--- config.mk ---
export PLATFORM = sky130hd
export DESIGN_NAME = chl_ram
export DESIGN_NICKNAME = d
export VERILOG_FILES = /design/src/rtl/core/chl_ram.sv
export SDC_FILE = /design/constraint.sdc
export NUM_CORES = 1
export LEC_CHECK = 0
export BUFFER_PORTS_ARGS = -buffer_cell sky130_fd_sc_hd__buf_2
export CORE_ASPECT_RATIO = 0.75
export CORE_UTILIZATION = 60
export CTS_CLUSTER_DIAMETER = 200
export DETAILED_ROUTE_END_ITERATION = 10
export PLACE_DENSITY = 0.78
export SETUP_SLACK_MARGIN = 0.2
export SLEW_MARGIN = 20
export SYNTH_ARGS = -nofsm -noshare
export SYNTH_HDL_FRONTEND = slang
export SYNTH_SLANG_ARGS = --single-unit
--- constraint.sdc ---
create_clock -name clk -period 1.8 [get_ports clk]
set_input_delay 0.18 -clock clk [delete_from_list [all_inputs] [get_ports clk]]
set_output_delay 0.18 -clock clk [all_outputs]
set_load 0.005 [all_outputs]
--- src/rtl/core/chl_ram.sv ---
// ----------------------------------------------------------------------------
// chl_ram
// Generic single-port RAM with registered read.
// ----------------------------------------------------------------------------
`default_nettype none
module chl_ram #(
	parameter int WIDTH = 8,
	parameter int DEPTH = 16
) (
	input  wire logic                     clk,
	input  wire logic                     we,
	input  wire logic [$clog2(DEPTH)-1:0] addr,
	input  wire logic [WIDTH-1:0]         wdata,
	output logic      [WIDTH-1:0]         rdata
);
	logic [WIDTH-1:0] mem [DEPTH];
	logic [WIDTH-1:0] rdata_q;

	always_ff @(posedge clk) begin
		if (we) begin
			mem[addr] <= wdata;
		end
		rdata_q <= mem[addr];
	end

	assign rdata = rdata_q;
endmodule
`default_nettype wire

==> results.md, run 1 <==
* Antenna Nets Post-Route at 0
* DIE AREA at 8820 sq um
* R2r startpoint: mem[3][6]
* Post-synthesis simple-gate area fraction at 3.21%
* Final period util at 74.8%
* TritonCTS Buffers at 17
* Synth Area in Compound Gates at 2.37%
* Synthesized area at 5070 sq um
* Post-synthesis mux area share at 14.2%
* I/O Pins at 22
* Worst-path maximum fanout at 1
* Grt total ovfl at 0
* First-pass GRT wire length at 15.4 mm
* Combinational fraction of design power at 5.0%
* Syn_area_per_cell at 22.0 sq um
* Critical Path Sink Type: flip-flop
* Initial Util at 63.2%
* Fillers at 424
* Sequential fraction of the synthesis area at 79.0%
* Final Wtd Congestion at 0.791
* Nets at 300
* Max Transition Viols Final at 0
* H-tree depth reported by CTS at 4
* Drt via density at 6.22
* Synth top area share at 75.9%
* RSZ-0062 raised after global routing: false
* Initial antenna violation count at 0
* YS warnings at 0
* Internal power at 5.50 mW
* Synth Register Bits at 136
* Clock latency on the worst-skew pair at 520 ps
* Required @ worst endpoint at 2210 ps
* Total global-route track usage at 27.0%
* DR WL/cell at 25.7 microns
* Worst min-delay path endpoint: mem[5][0]
* Post-synth top area cell: edfxtp_1
* CP Launch Type: flip-flop
* Diode count at 0
* Hold Path Cell Cnt at 1
* Core area at 8020 sq um
* Xor/xnor share of the synthesized area at 0%
* HP Start: wdata[0]
* Sw Ratio at 21.2%
* Adder-cell share of the synthesized area at 0%
* Reg2Reg Setup Slack at 450 ps
* Area contributors post-synth: edfxtp_1, mux4_2, dfxtp_1
* Switching pwr at 1.48 mW
* TritonCTS clock tree: yes
* Final min period at 1350 ps
* R2R depth at 3
* Die width at 108 microns
* Number of gates resized after CTS at 0
* Number of flops mapped to enable cells by yosys at 128
* Die Ht at 81.6 microns
* TritonCTS Sinks at 136
* Max-Cap Viols at 0
* Number of global-route vias before repair at 2,652
* Drt drc at 0
* F_max at 742 MHz
* Slew @ Worst Pin at 697 ps
* Hold buffer count at cts at 0
* WP data arrival at 1760 ps
* Syn_nets at 244
* Share of power burned in the clock network at 43.8%
* Status: finished, final reports clean
* R2r endpoint: rdata[6]
* Slew headroom at 53.4%
* Area growth syn-to-layout at 18.7%
* Lkg Pwr at 2.01 nW
* First drt pass iteration count at 5
* Cell count after synthesis at 230
* Pwr Density at 1160 nW/um^2
* Setup Skew at 6.36 ps
* Pre-CTS worst setup slack at 134 ps
* Async SR Flop Fraction at 0%
* Flop pwr share at 51.1%
* Largest net degree at the start of global routing at 20
* Final Hold Vio Count at 0
* Crit Path Category: flip-flop to flip-flop
* Main combinational cell family by area after synthesis: multiplexers
* Number of port buffers at 21
* Synth cell types at 18
* Proportion of layout cells with a drive suffix above 1 at 36.5%
* DRT iter0 DRCs at 271
* Placement row count at 28
* Worst Hold Class: primary input to flip-flop
* Via Count at 2,513
* Worst-path clk slew at 60 ps
* Clock buffer depth at 2
* Dpl hpwl at 6.56 mm
* Setup_tns at 0 ps
* Total setup violations reported at the end of the flow at 0
* Slack of the critical path at 453 ps
* Peak supply drop at 969 uV
* Ys flop type: edfxtp_1
* Root Buffer: clkbuf_8
* Post-Route WL at 10.4 mm
* Postcts setup bufs at 0
-- how the worst max path moves through the flow --
stage | start | to | slack (ps) | depth (start not counted)
global placement | addr[0] | rdata[7] | 160 | 5
detailed placement | addr[0] | rdata[7] | 130 | 5
global route | mem[10][7] | rdata[7] | 390 | 3
floorplan | addr[1] | mem[12][0] | 180 | 3
CTS | mem[3][6] | rdata[6] | 440 | 3
finish | mem[3][6] | rdata[6] | 450 | 3
-- state kept, by name (all words and copies together), names as in the netlist --
| name | cells |
|---|---|
| rdata | 8 |
| mem | 128 |
-- per-stage QoR --
| step | hold WS (ps) | utilization [%] | std cells | area (sq um) | power [mW] |
|---|---|---|---|---|---|
| after detailed placement | 561 | 68.4 | 372 | 5490 | 3.98 |
| final | 44.4 | 75.0 | 404 | 6020 | 6.98 |
| after global placement | 559 | 68.4 | 372 | 5490 | 3.97 |
| after floorplan | 279 | - | 230 | 5070 | 3.81 |
| after global routing | 35.7 | 75.0 | 404 | 6020 | 7.17 |
| after CTS | 28.1 | 75.0 | 404 | 6020 | 7.03 |
-- placed cells by master (no fill, tap or decap), types with 2 or more instances in the layout --
cell type / n
a22oi_1: 16
buf_12: 3
buf_2: 21
buf_4: 24
clkbuf_16: 16
clkinv_1: 4
clkinv_2: 2
clkinvlp_4: 6
dfxtp_1: 8
edfxtp_1: 128
mux4_2: 32
nand2_1: 9
nand2b_1: 2
nand3b_1: 2
nor2_1: 13
nor2b_1: 2
nor3_1: 3
-- cell families after synthesis --
group / after synthesis
AOI/OAI and AO/OA: 16
buffers and inverters: 11
and+or+nand+nor: 35
DFF: 136
muxes: 32
-- cell usage after synthesis (all sizes together) (2+ instances only) --
master / number
a22oi: 16
buf: 8
clkbuf: 3
dfxtp: 8
edfxtp: 128
mux4: 32
nand2: 9
nand2b: 2
nand3b: 2
nor2: 13
nor2b: 2
nor3: 4
-- worst max-delay path: stages (launching register included) --
cell	delay, ps
edfxtp_1	390
mux4_2	530
a22oi_1	240
nand2_1	80
-- per-layer routing --
layer	routed length [microns]	vias up	global-route usage [%]
met5	0	-	0
met4	191	0	11.4
met3	989	17	7.86
met2	4950	135	40.3
met1	4230	1288	38.0
li1	-	1073	-
-- final cells by class --
class,count,area [sq um],share of cell area (%)
Sequential cell,136,4000,66.6
Multi-Input combinational cell,83,1010,16.8
Clock buffer,18,418,6.95
Timing Repair Buffer,48,345,5.74
Tap cell,105,131,2.18
Clock inverter,14,109,1.81
-- power by group through the flow --
stage | clock, mW | combinational [mW] | sequential (mW)
after CTS | 3.11 | 0.352 | 3.57
final | 3.06 | 0.350 | 3.57
after floorplan | 0 | 0.183 | 3.62
after global placement | 0 | 0.339 | 3.63
after global routing | 3.22 | 0.377 | 3.57
after detailed placement | 0 | 0.349 | 3.63
Note: power is estimated with default switching activity, not from simulation.
==> run 2: changes to the inputs <==
==> constraint.sdc (replaced) <==
create_clock -name clk -period 1.4 [get_ports clk]
set_input_delay 0.14 -clock clk [delete_from_list [all_inputs] [get_ports clk]]
set_output_delay 0.14 -clock clk [all_outputs]
set_load 0.005 [all_outputs]
==> run 2 against run 1 <==
Net effect: setup slack got worse by 360 ps; via count fell by 2.8%; die area did not move; routed wire length fell by 3.5%; first-iteration DRC count rose by 1.5%; sequential cell count did not move; cell count fell by 0.74%; clock power rose by 45%; combinational power rose by 47%; design area rose by 4.4%; worst hold slack got worse by 21 ps; total power rose by 37%; critical endpoint is now rdata[4]; largest power group unchanged.
==> results.md, run 2 (synthesis gave the netlist of run 1 again) <==
* Fillers at 414 (-2.4%)
* First drt pass iteration count at 4 (-1)
* Hold_ws at 23.8 ps (-20.7 ps)
* Register area at 4000 sq um (unchanged)
* Total global-route track usage at 26.1% (-0.87 points)
* Required @ worst endpoint at 1810 ps (-400 ps)
* Initial antenna violation count at 0 (unchanged)
* Commonest cells after routing, fill and taps aside: edfxtp_1, mux4_2, buf_2, clkbuf_16, buf_4
* Area of the multi-input gates at 1160 sq um (+15%)
* Placement row count at 28 (unchanged)
* Critical Path Sink Type: flip-flop
* Lkg Pwr at 2.07 nW (+2.6%)
* Max-Cap Viols at 0 (unchanged)
* Die Ht at 81.6 microns (unchanged)
* Die width at 108 microns (unchanged)
* Top reg by flops: mem
* Crit path launch: mem[7][4]
* Worst-path maximum fanout at 1 (unchanged)
* Pwr Density at 1520 nW/um^2 (+31%)
* Commonest non-fill, non-tap cell in the layout: edfxtp_1
* Final cell count without fillers at 401 (-0.74%)
* R2R depth at 3 (unchanged)
* Setup Skew at 10.1 ps (+3.77 ps)
* Peak supply drop at 1390 uV (+44%)
* Root Buffer: clkbuf_8
* Hold buffer count at cts at 0 (unchanged)
* WP data arrival at 1720 ps (-40 ps)
* Initial Util at 63.2% (unchanged)
* Core area at 8020 sq um (unchanged)
* Slew @ Worst Pin at 796 ps (+98.8 ps)
* TritonCTS clock tree: yes
* Diode count at 0 (unchanged)
* Final min period at 1310 ps (-37.2 ps)
* Number of global-route vias before repair at 2,492 (-6.0%)
* CP Launch Type: flip-flop
* Post-Route WL at 10.0 mm (-3.5%)
* End of the critical path: rdata[4]
* Final Hold Vio Count at 0 (unchanged)
* Dpl hpwl at 6.42 mm (-2.2%)
* Area growth syn-to-layout at 23.9%
* Antenna Nets Post-Route at 0 (unchanged)
* DIE AREA at 8820 sq um (unchanged)
* H-tree depth reported by CTS at 4 (unchanged)
* Crit Path Category: flip-flop to flip-flop
* Worst Hold Class: primary input to flip-flop
* Placed instance count at 369 (-0.81%)
* Reg2Reg Setup Slack at 90 ps (-360 ps)
* Max reg flops at 128 (unchanged)
* I/O Pins at 22 (unchanged)
* Final period util at 93.6% (+19 points)
* Nets at 297 (-1.0%)
* Status: finished, final reports clean
* TritonCTS Buffers at 17 (unchanged)
* Via Count at 2,443 (-2.8%)
* Slack of the critical path at 90.0 ps (-363 ps)
* DRT iter0 DRCs at 275 (+1.5%)
* R2r endpoint: rdata[4]
* Slew headroom at 46.8% (-6.6 points)
* Worst-path clk slew at 60 ps (about the same)
* DR WL/cell at 24.9 microns (-2.8%)
* Max Transition Viols Final at 0 (unchanged)
* Clock buffer depth at 2 (unchanged)
* Clock latency on the worst-skew pair at 520 ps (about the same)
* Number of port buffers at 21 (unchanged)
* Pre-CTS worst setup slack at -146 ps (-280 ps)
* Total setup violations reported at the end of the flow at 0 (unchanged)
* Drt drc at 0 (unchanged)
* RSZ-0062 raised after global routing: true
* Final Wtd Congestion at 0.763 (-3.5%)
* R2r startpoint: mem[7][4]
* Grt total ovfl at 0 (unchanged)
* Proportion of layout cells with a drive suffix above 1 at 44.3% (+7.8 points)
* Drt via density at 6.09 (-2.1%)
* TritonCTS Sinks at 136 (unchanged)
* First-pass GRT wire length at 15.0 mm (-2.8%)
* Largest net degree at the start of global routing at 22 (+10%)
* F_max at 763 MHz (+2.8%)
run 2: cell count changes in the layout (fill, tap and decap cells not counted), moves of 3 or more:
cell | before | now
buf_12 | 3 | 8
a22oi_1 | 16 | 11
nor2_1 | 13 | 1
buf_4 | 24 | 16
nor3_1 | 3 | 0
a22oi_2 | 0 | 5
bufinv_16 | 1 | 4
nor2_4 | 0 | 12
run 2: critical path, cell delays in order (launching register included):
cell and delay (ps):
edfxtp_1 390, mux4_2 550, a22oi_2 190, nand2_1 70
run 2: area by class of cell:
type / instances / share of cell area, %
Clock buffer: 18 / 6.65
Tap cell: 105 / 2.09
Timing Repair Buffer: 45 / 6.14
Sequential cell: 136 / 63.8
Multi-Input combinational cell: 83 / 18.5
Clock inverter: 14 / 2.89
run 2: how the worst min path moves through the flow:
stage / start / endpoint / depth (start not counted)
6_report: wdata[7] / mem[11][7] / 1
3_5_place_dp: rdata[7] / rdata[7] / 1
3_3_place_gp: rdata[6] / rdata[6] / 1
5_1_grt: wdata[0] / mem[8][0] / 1
2_1_floorplan: wdata[0] / mem[0][0] / 0
4_1_cts: wdata[7] / mem[8][7] / 1
run 2: repair_timing:
| item | CTS | global route |
|---|---|---|
| pin swaps | 5 | 0 |
| endpoints found under the hold margin | 0 | 0 |
| setup buffers | 0 | 0 |
| endpoints found under the setup margin | 8 | 8 |
| gates resized for setup | 5 | 0 |
run 2: through the flow:
stage,TNS [ps],util [%],area [sq um],power (mW)
floorplan,0,-,5230,4.93
global placement,-2830,70.5,5660,5.15
detailed placement,-3530,70.5,5660,5.17
CTS,0,78.3,6280,9.61
global route,0,78.3,6280,9.81
finish,0,78.3,6280,9.55
run 2: report_power, final:
group	internal [mW]	total [mW]	switching, mW	leakage (nW)
logic	0.226	0.513	0.287	0.561
registers	4.55	4.58	0.0260	1.22
clock network	2.87	4.45	1.59	0.282
total	7.65	9.55	1.90	2.07
run 2: metal layers:
metal / global-route usage (%) / vias to the layer above / wire length [microns]
met5: 0 / - / 0
met4: 9.86 / 0 / 113
met3: 8.10 / 14 / 665
met2: 39.0 / 100 / 4740
met1: 36.8 / 1255 / 4480
li1: - / 1074 / -
==> run 3: changes to the inputs <==
--- a/config.mk
+++ b/config.mk
@@ -5,7 +5,7 @@
 export SDC_FILE = /design/constraint.sdc
 export NUM_CORES = 1
 export LEC_CHECK = 0
-export BUFFER_PORTS_ARGS = -buffer_cell sky130_fd_sc_hd__buf_2
+export BUFFER_PORTS_ARGS = -buffer_cell sky130_fd_sc_hd__clkbuf_2
 export CORE_ASPECT_RATIO = 0.75
 export CORE_UTILIZATION = 60
 export CTS_CLUSTER_DIAMETER = 200
==> run 3 against run 2 <==
Net effect: setup slack worse by 25 ps; combinational power is 6.2% higher; via count is 4.7% higher; first-iteration DRC count is 24% higher; sequential power hardly changed; clock-buffer cell count is 1 lower; clock skew is 3.8 ps lower; sequential share of layout area is 1.3 points lower; largest cell class unchanged; largest power group is now clock.
==> results.md, run 3 (synthesis gave the netlist of run 1 again) <==
* Total global-route track usage at 28.6% (+2.4 points)
* TritonCTS Buffers at 17 (unchanged)
* Commonest cells after routing, fill and taps aside: edfxtp_1, mux4_2, clkbuf_2, buf_4, clkbuf_16
* Number of port buffers at 21 (unchanged)
* Sw Ratio at 20.6% (+0.65 points)
* Diode count at 0 (unchanged)
* Proportion of layout cells with a drive suffix above 1 at 47.2% (+2.9 points)
* Worst-path clk slew at 60 ps (about the same)
* Final Wtd Congestion at 0.824 (+8.0%)
* Clock buffer depth at 2 (unchanged)
* Max Transition Viols Final at 0 (unchanged)
* Initial antenna violation count at 0 (unchanged)
* F_max at 749 MHz (-1.9%)
* Max reg flops at 128 (unchanged)
* TritonCTS Sinks at 136 (unchanged)
* Drt drc at 0 (unchanged)
* Antenna Nets Post-Route at 0 (unchanged)
* TritonCTS clock tree: yes
* DR WL/cell at 27.1 microns (+8.7%)
* Setup_tns at 0 ps (unchanged)
* Die width at 108 microns (unchanged)
* Nets at 302 (+1.7%)
* Slew @ Worst Pin at 940 ps (+144 ps)
* Crit Path Category: flip-flop to flip-flop
* RSZ-0062 raised after global routing: true
* Top reg by flops: mem
* Slew headroom at 37.2% (-9.6 points)
* Worst Hold Class: primary input to flip-flop
* Post-Route WL at 11.0 mm (+10%)
* Drt via density at 6.30 (+3.4%)
* H-tree depth reported by CTS at 4 (unchanged)
* Setup Skew at 6.38 ps (-3.75 ps)
* CP Launch Type: flip-flop
* Placement row count at 28 (unchanged)
* DIE AREA at 8820 sq um (unchanged)
* Slack of the critical path at 64.6 ps (-25.4 ps)
* First-pass GRT wire length at 16.5 mm (+9.8%)
* Area growth syn-to-layout at 26.5%
* Grt total ovfl at 0 (unchanged)
* Max-Cap Viols at 0 (unchanged)
* Combinational fraction of design power at 5.5% (about the same)
* Critical Path Sink Type: flip-flop
* Worst-path maximum fanout at 1 (unchanged)
* Postcts setup bufs at 0 (unchanged)
* I/O Pins at 22 (unchanged)
* Via Count at 2,557 (+4.7%)
* Area after DPL at 5730 sq um (+1.3%)
* DRT iter0 DRCs at 342 (+24%)
* Die Ht at 81.6 microns (unchanged)
* Clock latency on the worst-skew pair at 510 ps (about the same)
* Internal power at 7.87 mW (+3.0%)
* Pwr Total at 9.91 mW (+3.8%)
* Flop pwr share at 46.3% (-1.7 points)
* Final min period at 1340 ps (+25.4 ps)
* Pwr Density at 1550 nW/um^2 (+1.7%)
* Design Area, Final at 6410 sq um (+2.1%)
* Final period util at 95.4% (+1.8 points)
* Number of global-route vias before repair at 2,620 (+5.1%)
* Required @ worst endpoint at 1800 ps (about the same)
* Pre-CTS worst setup slack at -206 ps (-59.8 ps)
* Final Hold Vio Count at 0 (unchanged)
* Total setup violations reported at the end of the flow at 0 (unchanged)
* Lkg Pwr at 2.13 nW (+3.2%)
* Switching pwr at 2.04 mW (+7.2%)
* Root Buffer: clkbuf_8
* Share of power burned in the clock network at 48.2% (+1.5 points)
* First drt pass iteration count at 4 (unchanged)
* Status: finished, final reports clean
* Peak supply drop at 1470 uV (+5.5%)
* Commonest non-fill, non-tap cell in the layout: edfxtp_1
* WP data arrival at 1730 ps (about the same)
* Largest net degree at the start of global routing at 21 (-4.5%)
* Initial Util at 63.2% (unchanged)
* Hold_ws at 98.8 ps (+75.0 ps)
* Core area at 8020 sq um (unchanged)
* Dpl hpwl at 6.83 mm (+6.5%)
run 3: changes by cell type in the layout (fill, tap and decap cells not counted):
cell | before | now
clkinv_1 | 2 | 0
clkbuf_1 | 1 | 0
buf_4 | 16 | 18
a22oi_1 | 11 | 8
buf_12 | 8 | 11
bufinv_16 | 4 | 5
a22oi_2 | 5 | 8
inv_6 | 0 | 2
clkinv_4 | 1 | 3
clkbuf_2 | 0 | 21
clkinvlp_4 | 4 | 2
buf_2 | 21 | 0
run 3: path summary, 6_finish.rpt:
check	startpoint	slack, ps	endpoint	cells past startpoint
worst min register to register	mem[6][3]	700	rdata[3]	3
worst max register to register	mem[0][6]	60	rdata[6]	3
worst min-delay path	wdata[5]	100	mem[14][5]	1
worst max-delay path	mem[0][6]	60	rdata[6]	3
run 3: power by group through the flow:
stage | registers, mW | clock network (mW) | logic (mW)
final | 4.59 | 4.78 | 0.545
after global routing | 4.59 | 4.98 | 0.580
after CTS | 4.59 | 4.81 | 0.540
after detailed placement | 4.67 | 0 | 0.527
after global placement | 4.66 | 0 | 0.509
after floorplan | 4.66 | 0 | 0.276
run 3: layout make-up:
class	count	area, sq um
clock buffer	17	414
tap	105	131
sequential	136	4000
fill	369	1610
timing repair buffer	50	460
clock inverter	15	224
multi-input combinational	83	1170
run 3: metrics by stage:
step	utilization, %	std cells
2_1_floorplan	-	230
3_3_place_gp	71.4	374
3_5_place_dp	71.4	374
4_1_cts	79.6	406
5_1_grt	79.9	406
6_report	79.9	406
run 3: critical path, stage by stage, from the launching register on:
cell,delay [ps]
edfxtp_1,410
mux4_2,540
a22oi_2,190
nand2_1,70
run 3: repair_timing:
action                                 CTS  global route
pin swaps                                2             2
gates resized for setup                  4             4
setup endpoints to repair                8             8
endpoints found under the hold margin    0             0
hold buffers                             0             0
run 3: per-layer routing:
metal	wire [microns]	vias up	track usage (%)
li1	-	1089	-
met4	87	0	6.85
met1	4720	1335	42.2
met5	0	-	0
met3	915	7	8.49
met2	5270	126	42.6
